==> config.mk <==
export PLATFORM = sky130hd
export DESIGN_NAME = saturating_decimal_integer_parser
export DESIGN_NICKNAME = d
export VERILOG_FILES = /design/src/design/sdip_pkg.sv /design/src/design/sdip_front.sv /design/src/design/sdip_back.sv /design/src/design/saturating_decimal_integer_parser.sv
export SDC_FILE = /design/constraint.sdc
export NUM_CORES = 1
export LEC_CHECK = 0
export BUFFER_PORTS_ARGS = -buffer_cell sky130_fd_sc_hd__buf_2
export CAP_MARGIN = 20
export CORE_MARGIN = 4
export CORE_UTILIZATION = 58
export CTS_CLUSTER_DIAMETER = 40
export DETAILED_ROUTE_END_ITERATION = 8
export PLACE_DENSITY = 0.85
export SLEW_MARGIN = 20
export SYNTH_ARGS = -nofsm -noshare
export SYNTH_HDL_FRONTEND = slang
export SYNTH_SLANG_ARGS = --single-unit
==> constraint.sdc <==
create_clock -name clock -period 17.45 [get_ports clock]
set_input_delay 1.745 -clock clock [delete_from_list [all_inputs] [get_ports clock]]
set_output_delay 1.745 -clock clock [all_outputs]
set_load 0.01 [all_outputs]
==> src/design/sdip_pkg.sv <==
// Package for the saturating decimal integer parser.
// Holds the word types, character codes, register indexes and queue sizes.
// Depends on nothing; every design file imports it.
package sdip_pkg;

   // Character codes and the radix of the number.
   localparam logic [7:0] CHAR_ZERO  = 8'h30;
   localparam logic [7:0] CHAR_NINE  = 8'h39;
   localparam logic [7:0] CHAR_PLUS  = 8'h2B;
   localparam logic [7:0] CHAR_MINUS = 8'h2D;
   localparam int unsigned RADIX = 10;

   // The byte count saturates here when the budget is unlimited.
   localparam logic [6:0] USED_MAX = 7'h7F;

   // Reset values of the limit registers.
   localparam logic [63:0] MIN_LIMIT_RESET     = 64'h8000_0000_0000_0001;
   localparam logic [63:0] NEG_MIN_LIMIT_RESET = 64'h7FFF_FFFF_FFFF_FFFF;
   localparam logic [63:0] MAX_LIMIT_RESET     = 64'hFFFF_FFFF_FFFF_FFFF;

   // Small queues between the parts of the block and at its output.
   localparam int unsigned QUEUE_DEPTH = 2;
   localparam int unsigned QUEUE_PTR_W = $clog2(QUEUE_DEPTH);
   localparam int unsigned QUEUE_CNT_W = $clog2(QUEUE_DEPTH + 1);

   typedef enum logic [1:0] {
      CSR_SIGNED_MODE = 2'd0,
      CSR_MAX_DIGITS  = 2'd1,
      CSR_MIN_LIMIT   = 2'd2,
      CSR_MAX_LIMIT   = 2'd3
   } csr_index_type;

   typedef enum logic [1:0] {
      STOP_NON_DIGIT   = 2'd0,
      STOP_BUDGET      = 2'd1,
      STOP_END_OF_DATA = 2'd2
   } stop_cause_type;

   typedef struct packed {
      logic       start_req;
      logic       end_of_data;
      logic [7:0] text_byte;
   } req_word_type;

   typedef struct packed {
      logic [63:0] magnitude;
      logic        negative;
      logic [6:0]  bytes_used;
      logic [1:0]  stop_cause;
   } rsp_word_type;

   // A text byte after classification by the front part.
   typedef struct packed {
      logic       start_req;
      logic       end_of_data;
      logic       is_digit;
      logic       is_sign;
      logic       sign_minus;
      logic [3:0] digit;
   } class_word_type;

endpackage

==> src/design/sdip_front.sv <==
// Front part of the parser: accepts text words, classifies each byte and
// holds the classified words in a short queue for the back part.
// Depends on sdip_pkg.
module sdip_front (
   input  logic                    clock,
   input  logic                    reset,
   input  logic                    push,
   output logic                    full,
   input  sdip_pkg::req_word_type  req_word,
   output logic                    cls_valid,
   output sdip_pkg::class_word_type cls_word,
   input  logic                    cls_pop
);
   import sdip_pkg::*;

   class_word_type             queue_ff [QUEUE_DEPTH];
   class_word_type             class_in;
   logic [QUEUE_PTR_W-1:0]     wr_ptr_ff, wr_ptr_in;
   logic [QUEUE_PTR_W-1:0]     rd_ptr_ff, rd_ptr_in;
   logic [QUEUE_CNT_W-1:0]     count_ff, count_in;
   logic                       push_ok;
   logic                       pop_ok;

   always_comb begin
      class_in.start_req   = req_word.start_req;
      class_in.end_of_data = req_word.end_of_data;
      class_in.is_digit    = (req_word.text_byte >= CHAR_ZERO) &&
                             (req_word.text_byte <= CHAR_NINE);
      class_in.is_sign     = (req_word.text_byte == CHAR_PLUS) ||
                             (req_word.text_byte == CHAR_MINUS);
      class_in.sign_minus  = (req_word.text_byte == CHAR_MINUS);
      class_in.digit       = 4'(req_word.text_byte - CHAR_ZERO);
   end

   assign full      = (count_ff == QUEUE_CNT_W'(QUEUE_DEPTH));
   assign cls_valid = (count_ff != '0);
   assign cls_word  = queue_ff[rd_ptr_ff];
   assign push_ok   = push && !full;
   assign pop_ok    = cls_pop && cls_valid;

   always_comb begin
      wr_ptr_in = wr_ptr_ff;
      rd_ptr_in = rd_ptr_ff;
      count_in  = count_ff;
      if (push_ok) begin
         wr_ptr_in = (wr_ptr_ff == QUEUE_PTR_W'(QUEUE_DEPTH - 1)) ? '0 : wr_ptr_ff + 1'b1;
      end
      if (pop_ok) begin
         rd_ptr_in = (rd_ptr_ff == QUEUE_PTR_W'(QUEUE_DEPTH - 1)) ? '0 : rd_ptr_ff + 1'b1;
      end
      if (push_ok && !pop_ok) begin
         count_in = count_ff + 1'b1;
      end else if (pop_ok && !push_ok) begin
         count_in = count_ff - 1'b1;
      end
   end

   always_ff @(posedge clock) begin
      if (reset) begin
         wr_ptr_ff <= '0;
         rd_ptr_ff <= '0;
         count_ff  <= '0;
      end else begin
         wr_ptr_ff <= wr_ptr_in;
         rd_ptr_ff <= rd_ptr_in;
         count_ff  <= count_in;
      end
   end

   always_ff @(posedge clock) begin
      if (push_ok) begin
         queue_ff[wr_ptr_ff] <= class_in;
      end
   end

`ifndef SYNTHESIS
   // The queue never holds more words than it has entries.
   a_front_count_bound: assert property (@(posedge clock) disable iff (reset)
      count_ff <= QUEUE_CNT_W'(QUEUE_DEPTH))
      else $error("front queue count above depth");

   // An accepted word with nothing taken makes the queue non-empty next cycle.
   a_front_push_visible: assert property (@(posedge clock) disable iff (reset)
      push_ok && !pop_ok |=> cls_valid)
      else $error("pushed word not visible to back part");

   // The pointers meet exactly when the queue is empty or full.
   a_front_ptr_match: assert property (@(posedge clock) disable iff (reset)
      (wr_ptr_ff == rd_ptr_ff) == ((count_ff == '0) || full))
      else $error("front queue pointers disagree with count");
`endif

endmodule

==> src/design/sdip_back.sv <==
// Back part of the parser: holds the configuration registers, runs the
// digit accumulator with saturation and queues finished results.
// Depends on sdip_pkg.
module sdip_back (
   input  logic                     clock,
   input  logic                     reset,
   input  logic                     csr_write_en,
   input  sdip_pkg::csr_index_type  csr_index,
   input  logic [63:0]              csr_data,
   input  logic                     cls_valid,
   input  sdip_pkg::class_word_type cls_word,
   output logic                     cls_pop,
   output logic                     empty,
   input  logic                     pop,
   output sdip_pkg::rsp_word_type   rsp_word
);
   import sdip_pkg::*;

   // Configuration registers. The negated minimum is kept ready for use.
   logic        signed_mode_ff, signed_mode_in;
   logic [6:0]  max_digits_ff, max_digits_in;
   logic [63:0] neg_min_limit_ff, neg_min_limit_in;
   logic [63:0] max_limit_ff, max_limit_in;

   // Parse state.
   logic        active_ff, active_in;
   logic [63:0] acc_ff, acc_in;
   logic [6:0]  used_ff, used_in;
   logic        minus_ff, minus_in;
   logic        first_ff, first_in;

   // Result queue.
   rsp_word_type           res_queue_ff [QUEUE_DEPTH];
   rsp_word_type           res_word;
   logic [QUEUE_PTR_W-1:0] res_wr_ptr_ff, res_wr_ptr_in;
   logic [QUEUE_PTR_W-1:0] res_rd_ptr_ff, res_rd_ptr_in;
   logic [QUEUE_CNT_W-1:0] res_count_ff, res_count_in;
   logic                   res_full;
   logic                   res_push;
   logic                   res_pop_ok;
   stop_cause_type         res_cause;

   logic        fire;
   logic        act_cur;
   logic [63:0] acc_cur;
   logic [6:0]  used_cur;
   logic [6:0]  used_inc;
   logic        minus_cur;
   logic        first_cur;
   logic [67:0] digit_sum;
   logic [63:0] limit;
   logic        saturate;
   logic [63:0] digit_next;

   function automatic logic budget_met(input logic [6:0] used, input logic [6:0] budget);
      return (budget != '0) && (used >= budget);
   endfunction

   always_comb begin
      signed_mode_in   = signed_mode_ff;
      max_digits_in    = max_digits_ff;
      neg_min_limit_in = neg_min_limit_ff;
      max_limit_in     = max_limit_ff;
      if (csr_write_en) begin
         case (csr_index)
            CSR_SIGNED_MODE: signed_mode_in   = csr_data[0];
            CSR_MAX_DIGITS:  max_digits_in    = csr_data[6:0];
            CSR_MIN_LIMIT:   neg_min_limit_in = 64'(0) - csr_data;
            CSR_MAX_LIMIT:   max_limit_in     = csr_data;
            default:         max_limit_in     = max_limit_ff;
         endcase
      end
   end

   assign res_full = (res_count_ff == QUEUE_CNT_W'(QUEUE_DEPTH));
   assign fire     = cls_valid && !res_full;
   assign cls_pop  = fire;

   // A start marker restarts the number with this word's byte.
   assign act_cur   = cls_word.start_req || active_ff;
   assign acc_cur   = cls_word.start_req ? '0 : acc_ff;
   assign used_cur  = cls_word.start_req ? '0 : used_ff;
   assign minus_cur = cls_word.start_req ? 1'b0 : minus_ff;
   assign first_cur = cls_word.start_req || first_ff;
   assign used_inc  = (used_cur == USED_MAX) ? used_cur : used_cur + 1'b1;

   // Times ten as two shifts and an add; the top bits flag a true overflow.
   assign digit_sum  = {1'b0, acc_cur, 3'b000} + {3'b000, acc_cur, 1'b0}
                     + {64'd0, cls_word.digit};
   assign limit      = minus_cur ? neg_min_limit_ff : max_limit_ff;
   assign saturate   = (digit_sum[67:64] != '0) || (digit_sum[63:0] > limit);
   assign digit_next = saturate ? limit : digit_sum[63:0];

   always_comb begin
      active_in = active_ff;
      acc_in    = acc_ff;
      used_in   = used_ff;
      minus_in  = minus_ff;
      first_in  = first_ff;
      res_push  = 1'b0;
      res_cause = STOP_NON_DIGIT;
      if (fire) begin
         active_in = act_cur;
         acc_in    = acc_cur;
         used_in   = used_cur;
         minus_in  = minus_cur;
         first_in  = first_cur;
         if (act_cur) begin
            if (budget_met(used_cur, max_digits_ff)) begin
               res_push  = 1'b1;
               res_cause = STOP_BUDGET;
            end else if (cls_word.end_of_data) begin
               res_push  = 1'b1;
               res_cause = STOP_END_OF_DATA;
            end else if (first_cur && signed_mode_ff && cls_word.is_sign) begin
               minus_in = cls_word.sign_minus;
               used_in  = used_inc;
               first_in = 1'b0;
            end else if (cls_word.is_digit) begin
               acc_in   = digit_next;
               used_in  = used_inc;
               first_in = 1'b0;
            end else begin
               res_push  = 1'b1;
               res_cause = STOP_NON_DIGIT;
            end
            if (!res_push && budget_met(used_in, max_digits_ff)) begin
               res_push  = 1'b1;
               res_cause = STOP_BUDGET;
            end
         end
         if (res_push) begin
            active_in = 1'b0;
         end
      end
   end

   always_comb begin
      res_word.magnitude  = acc_in;
      res_word.negative   = minus_in;
      res_word.bytes_used = used_in;
      res_word.stop_cause = res_cause;
   end

   assign empty      = (res_count_ff == '0);
   assign rsp_word   = res_queue_ff[res_rd_ptr_ff];
   assign res_pop_ok = pop && !empty;

   always_comb begin
      res_wr_ptr_in = res_wr_ptr_ff;
      res_rd_ptr_in = res_rd_ptr_ff;
      res_count_in  = res_count_ff;
      if (res_push) begin
         res_wr_ptr_in = (res_wr_ptr_ff == QUEUE_PTR_W'(QUEUE_DEPTH - 1)) ?
                         '0 : res_wr_ptr_ff + 1'b1;
      end
      if (res_pop_ok) begin
         res_rd_ptr_in = (res_rd_ptr_ff == QUEUE_PTR_W'(QUEUE_DEPTH - 1)) ?
                         '0 : res_rd_ptr_ff + 1'b1;
      end
      if (res_push && !res_pop_ok) begin
         res_count_in = res_count_ff + 1'b1;
      end else if (res_pop_ok && !res_push) begin
         res_count_in = res_count_ff - 1'b1;
      end
   end

   always_ff @(posedge clock) begin
      if (reset) begin
         signed_mode_ff   <= 1'b0;
         max_digits_ff    <= '0;
         neg_min_limit_ff <= NEG_MIN_LIMIT_RESET;
         max_limit_ff     <= MAX_LIMIT_RESET;
         active_ff        <= 1'b0;
         acc_ff           <= '0;
         used_ff          <= '0;
         minus_ff         <= 1'b0;
         first_ff         <= 1'b0;
         res_wr_ptr_ff    <= '0;
         res_rd_ptr_ff    <= '0;
         res_count_ff     <= '0;
      end else begin
         signed_mode_ff   <= signed_mode_in;
         max_digits_ff    <= max_digits_in;
         neg_min_limit_ff <= neg_min_limit_in;
         max_limit_ff     <= max_limit_in;
         active_ff        <= active_in;
         acc_ff           <= acc_in;
         used_ff          <= used_in;
         minus_ff         <= minus_in;
         first_ff         <= first_in;
         res_wr_ptr_ff    <= res_wr_ptr_in;
         res_rd_ptr_ff    <= res_rd_ptr_in;
         res_count_ff     <= res_count_in;
      end
   end

   always_ff @(posedge clock) begin
      if (res_push) begin
         res_queue_ff[res_wr_ptr_ff] <= res_word;
      end
   end

`ifndef SYNTHESIS
   // Results are only produced by a word taken from the front queue.
   a_back_push_needs_fire: assert property (@(posedge clock) disable iff (reset)
      res_push |-> fire)
      else $error("result produced without a consumed word");

   // Finishing a number always leaves the parser idle.
   a_back_idle_after_result: assert property (@(posedge clock) disable iff (reset)
      res_push |=> !active_ff)
      else $error("parser still active after a result");

   // While the first byte is pending, nothing has been counted yet.
   a_back_first_means_zero: assert property (@(posedge clock) disable iff (reset)
      active_ff && first_ff |-> used_ff == '0)
      else $error("first byte pending with a nonzero count");

   // The result queue never overfills.
   a_back_count_bound: assert property (@(posedge clock) disable iff (reset)
      res_count_ff <= QUEUE_CNT_W'(QUEUE_DEPTH))
      else $error("result queue count above depth");
`endif

endmodule

==> src/design/saturating_decimal_integer_parser.sv <==
// An accepted word passes the front queue and the back part; any result it
// yields shows in the result queue (empty low). Throughput: one word per cycle
// while queues have room, set by the accumulator loop (times ten, add, compare).
// Reset is synchronous and active high: queues empty, parser idle and the
// registers at their defaults (unsigned, no budget, widest limits).
module saturating_decimal_integer_parser (
   input  logic                    clock,
   input  logic                    reset,
   input  logic                    push,
   output logic                    full,
   input  sdip_pkg::req_word_type  req_word,
   output logic                    empty,
   input  logic                    pop,
   output sdip_pkg::rsp_word_type  rsp_word,
   input  logic                    csr_write_en,
   input  sdip_pkg::csr_index_type csr_index,
   input  logic [63:0]             csr_data
);
   import sdip_pkg::*;

   // Classified words travel from the front part to the back part through
   // a two-entry queue, so the input side still takes a word in a cycle in
   // which the back part waits on a full result queue; only a longer wait
   // fills the queue and holds off the input.
   logic           cls_valid;
   logic           cls_pop;
   class_word_type cls_word;

   // The front part finds digits and signs in each text byte; it needs no
   // configuration, so sign handling that depends on the mode is left to
   // the back part.
   sdip_front u_front (
      .clock     (clock),
      .reset     (reset),
      .push      (push),
      .full      (full),
      .req_word  (req_word),
      .cls_valid (cls_valid),
      .cls_word  (cls_word),
      .cls_pop   (cls_pop)
   );

   // The back part keeps the number in progress and the configuration.
   // It consumes a word whenever its result queue has room, and each word
   // yields at most one result word, so the result queue is the only
   // place where output back-pressure reaches the parser.
   sdip_back u_back (
      .clock        (clock),
      .reset        (reset),
      .csr_write_en (csr_write_en),
      .csr_index    (csr_index),
      .csr_data     (csr_data),
      .cls_valid    (cls_valid),
      .cls_word     (cls_word),
      .cls_pop      (cls_pop),
      .empty        (empty),
      .pop          (pop),
      .rsp_word     (rsp_word)
   );

endmodule
# Yosys cells after proc, flatten, opt, wreduce, memory -nomap -nowiden
# Memory sizes are Yosys's and may differ from the RTL's. A register that Yosys moved wholly into a read port is not among the register bits.
# Index checks and enable logic that the tools add are counted.
[word_totals]
ff_bits = 218
latch_bits = 0
mem_bits_rw = 166
rom_bits = 0
inputBits = 81
word_cells = 142
memories = 2
[classes]
n_addsub = 13
n_mul = 0
div_mod_pow = 0
n_lt_le_gt_ge = 5
eq_ne = 8
n_shift = 0
muxes = 62
bitwise = 0
n_reduce_logical = 37
[memory_table]
columns = ["memory", "depth", "width", "read_ports", "rd_clocked_by_memory_dff", "wr", "line_no", "rtl"]
rows = [
  ["u_back.res_queue_ff", 2, 74, 1, 1, 1, "sdip_back.sv:33", "rsp_word_type res_queue_ff [QUEUE_DEPTH];"],
  ["u_front.queue_ff", 2, 9, 1, 1, 1, "sdip_front.sv:16", "class_word_type queue_ff [QUEUE_DEPTH];"],
]
[op_table]
columns = ["operator", "n"]
rows = [
  ["2-to-1 mux 64 bit", 9],
  ["2-to-1 mux 7 bit", 10],
  ["adder 67 x 65 -> 68 bit", 1],
  ["adder 68 x 4 -> 68 bit", 1],
  ["> comparator 64 bit", 1],
  ["subtractor 1 x 64 -> 64 bit (first input constant)", 1],
  ["2-to-1 mux 1 bit", 34],
  ["2-to-1 mux 2 bit", 9],
  ["equality test 8 x 6 -> 1 bit (second input constant)", 2],
  [">= comparator 7 bit", 2],
  ["logical AND 1 bit", 14],
  ["equality test 2 bit (second input constant)", 4],
  [">= comparator 8 x 6 -> 1 bit (second input constant)", 1],
  ["less-or-equal comparator 8 x 6 -> 1 bit (second input constant)", 1],
  ["zero test 1 bit", 8],
  ["AND reduction 2 bit", 4],
  ["adder 7 x 1 -> 7 bit (second input constant)", 1],
  ["equality test 7 bit (second input constant)", 1],
  ["nonzero test 7 bit", 1],
  ["nonzero test 2 bit", 3],
  ["adder 1 bit (second input constant)", 4],
  ["adder 2 x 1 -> 2 bit (second input constant)", 2],
  ["zero test 2 bit", 2],
  ["logical OR 1 bit", 4],
  ["other kinds (4)", 5],
]

# Depth between registers and ports, before layout
[depth]
ltp_word = 20
mapped_depth = 31
mapped_depth_nobuf = 26

# Hierarchy
# From an unflattened synthesis, not the netlist that was laid out.
[hier_totals]
cells_unflattened = 2643
area_unflattened_um2 = 24155.7
[by_module_without_submodules]
columns = ["module", "instances", "cells_each", "area_per_inst_um2", "seq_area_each_um2"]
rows = [
  ["sdip_back", 1, 2583, 23241.0, 8748.4],
  ["sdip_front", 1, 60, 914.6, 640.6],
]

# Worst setup path before layout
# No wires, ideal clock.
[synth_timing]
path_type = "reg-to-reg"
start = "reg (tool-made name)"
end = "mem u_back.res_queue_ff[0][48] (netlist name) (data pin)"
setup_time_ps = 260
arrival_time_ps = 6915
t_required_ps = 17190
path_slack_ps = 10275
stages_incl_launch_ff = 30
path_buffers = 4
period_less_slack_ps = 7175
path_cell_list = "dfxtp_1 clkbuf_1 mux2i_1 buf_1 and2_1 fa_1 ha_1 a21oi_1 nand4b_1 a2111o_1 a211oi_1 o211ai_1 a21oi_1 o21bai_1 and4b_1 a311o_1 inv_1 ha_1 a21o_1 a21o_1 a221oi_1 o21ai_0 a2111oi_0 a21oi_1 nor4b_2 buf_2 buf_2 a31oi_1 a21o_1 a22o_1"
[synth_rtl]
columns = ["element", "line_no"]
rows = [
  ["end: declaration", "sdip_back.sv:33"],
]

==> results.cfg <==
[clock_tree]
numCtsBuffers = 52
clkSinkCount = 386
root_buffer = clkbuf_16
htree_levels = 2
cts_resized = 0
cts_buffer_depth = 3
clk_latency_ns = 0.61
cts_tree = done
cts_setup_buffers = 0
postCtsHoldBufs = 0
cts.clk_slew.worst_paths_ns = 0.06

[layout]
post-route-util_pct = 65.7
syn2layout_area_growth_pct = 11.7
regArea_sq_um = 9390
fillCellCount = 3251
drive_above_1_share_pct = 14.7
final_common_cell = nand2_1
most-common-layout-cells = nand2_1, dfxtp_1, ha_1, edfxtp_1, buf_2
multi_input_area_sq_um = 14000
nNetsFinal = 2914

[logic_synthesis]
syn_area_per_cell_sq_um = 9.49
synthFlopType = dfxtp_1
ys_warn_count = 0
postSynth.asyncResetShare_pct = 0
synth_edf_count = 166
synth_seq_cells = 386
syn_nets = 2835
synth_cell_types = 82
ys_seq_area_share_pct = 38.9
synthesis.instances = 2543
synth.cell_area_sq_um = 24100

[worst_setup_path]
critPathCaptureType = register
r2r_setup_slack_ns = 7.66
reg2reg_to = u_back.res_queue_ff[0][12]$_DFFE_PP_
path_max_fanout = 72
criticalPathCategory = reg -> reg
ff2ff_path_depth = 28
cpPeakStageDelay_ns = 0.70
cp.arrival_ns = 10.18
crit_path_start_kind = register
endpoint = u_back.res_queue_ff[0][12]$_DFFE_PP_
required_ns = 17.84
slowest_stage = nand3_1

[die]
die_w_um = 212
ios = 157
initial_utilization_pct = 58.8
rows = 74
dieArea_sq_um = 44900
die_h_um = 212
coreArea_sq_um = 41000

[drt]
wl_per_cell_um = 22.9
ant_nets = 0
drc_errors = 0
dr.pass1.iters = 6
via_per_inst = 6.58
vias = 21100
wirelength_mm = 73.1
drt_iter0_drc = 2175

[place]
place_congestion = 1.02
hpwl_mm = 52.5
numPortBuffers = 156

[timing]
rsz0062_at_grt = no
hold_viol = 0
tns_ns = 0
slew_headroom_pct = 31.8
drv_slew = 0
skew_ns = 0.0295
fmax_mhz = 102
timing.final.crit_share_pct = 56.1
setup_viol = 0
worst_slew_pin_slew_ns = 1.02
period_needed_ns = 9.79

[global_route]
grt_usage_pct = 31.5
antenna_found_initial = 4
grt_pass1_vias = 20300
grt-ovfl-total = 0
grt_start_max_net_pins = 85
grt_pass1_wl_mm = 113

[pwr]
power.leakage_nw = 12.5
power.density_nw_per_um2 = 103
peakVddDrop_mv = 0.107

[run_status]
outcome = finished clean

[min_path]
hp-class = reg -> reg

[job]
max-cap-violations = 0
-- cell type report --
| cell class | instances | area share, % |
|---|---|---|
| clock inverters | 36 | 1.25 |
| repair buffers | 176 | 3.53 |
| flip-flops and latches | 386 | 34.8 |
| multi-input cells | 1937 | 51.8 |
| diodes | 1 | 0.00928 |
| inverters | 69 | 0.966 |
| well taps | 532 | 2.47 |
| clock buffers | 62 | 5.16 |
-- metal layers --
layer | up-vias | routed length (um) | global-route usage (%) | share of wire [%]
met1 | 10200 | 30400 | 42.5 | 42
met5 | - | 34 | 0 | 0.046
met3 | 199 | 6100 | 5.13 | 8.3
met2 | 1052 | 33500 | 50.9 | 46
li1 | 9601 | - | - | -
met4 | 6 | 3030 | 12.6 | 4.1
-- where the power goes --
group / leakage, nW / internal, mW / total (mW) / switching (mW)
combinational: 8.35 / 0.228 / 0.628 / 0.400
clock: 0.852 / 0.603 / 1.05 / 0.442
sequential: 3.32 / 1.07 / 1.12 / 0.0433
-- worst max-delay path, delay by kind of cell, from the launching register on --
family | cells | cell delay, ns
DFF | 1 | 0.67
AOI/OAI and AO/OA | 14 | 3.78
muxes | 2 | 0.66
adders and majority gates | 3 | 1.02
buffers and inverters | 4 | 1.65
and+or+nand+nor | 5 | 1.72
-- kinds of logic after synthesis --
family,count (synthesis),synth area share (%)
and+or+nand+nor,819,16.7
AOI/OAI and AO/OA,598,17.1
DFF,386,38.9
buffers and inverters,220,3.55
adders and majority gates,211,11.0
muxes,186,8.21
xor gates and xnor gates,123,4.47
-- sequential cells by signal, indices dropped and copies added (netlist names), 2 cells and up, named ones only --
register / count
u_front.count_ff: 2
u_back.max_digits_ff: 7
u_back.res_count_ff: 2
u_back.acc_ff: 64
u_back.used_ff: 7
u_front.queue_ff: 18
u_back.res_queue_ff: 148
u_back.neg_min_limit_ff: 64
u_back.max_limit_ff: 64
-- per-stage QoR --
| stage | hold slack, ns | instances | setup WS [ns] | instance area, sq um | total power, mW |
|---|---|---|---|---|---|
| after global routing | 0.482 | 3198 | 6.98 | 27000 | 2.90 |
| final | 0.465 | 3199 | 7.66 | 27000 | 2.79 |
| after global placement | 0.445 | 3099 | 8.28 | 25200 | 1.74 |
| after detailed placement | 0.456 | 3100 | 7.95 | 25200 | 1.76 |
| after floorplan | 0.435 | 2543 | 10.28 | 24100 | 1.51 |
| after CTS | 0.469 | 3198 | 7.85 | 27000 | 2.80 |
-- how the worst min path moves through the flow --
| stage | start | to | cells after the start |
|---|---|---|---|
| after floorplan | u_back.max_limit_ff[20]$_SDFFE_PP1P_ | u_back.max_limit_ff[20]$_SDFFE_PP1P_ | 2 |
| after global placement | u_back.max_limit_ff[20]$_SDFFE_PP1P_ | u_back.max_limit_ff[20]$_SDFFE_PP1P_ | 2 |
| after detailed placement | u_back.max_limit_ff[25]$_SDFFE_PP1P_ | u_back.max_limit_ff[25]$_SDFFE_PP1P_ | 2 |
| after CTS | u_back.max_limit_ff[25]$_SDFFE_PP1P_ | u_back.max_limit_ff[25]$_SDFFE_PP1P_ | 2 |
| after global routing | u_back.max_limit_ff[19]$_SDFFE_PP1P_ | u_back.max_limit_ff[19]$_SDFFE_PP1P_ | 2 |
| final | u_back.max_limit_ff[25]$_SDFFE_PP1P_ | u_back.max_limit_ff[25]$_SDFFE_PP1P_ | 2 |
-- synth_stat cells, drive strengths merged, types with 69 or more instances --
library cell | number | area, sq um
clkbuf | 120 | 452
o211ai | 75 | 563
a21oi | 126 | 631
edfxtp | 166 | 4980
o21ai | 90 | 450
nor2 | 105 | 394
ha | 209 | 2620
xor2 | 76 | 666
dfxtp | 220 | 4400
a22o | 98 | 858
nand2 | 317 | 1190
mux2i | 92 | 921
and2 | 90 | 563
inv | 69 | 259
nand3 | 99 | 500
mux2 | 94 | 1060
No activity file was read; power rests on OpenSTA's default activity.
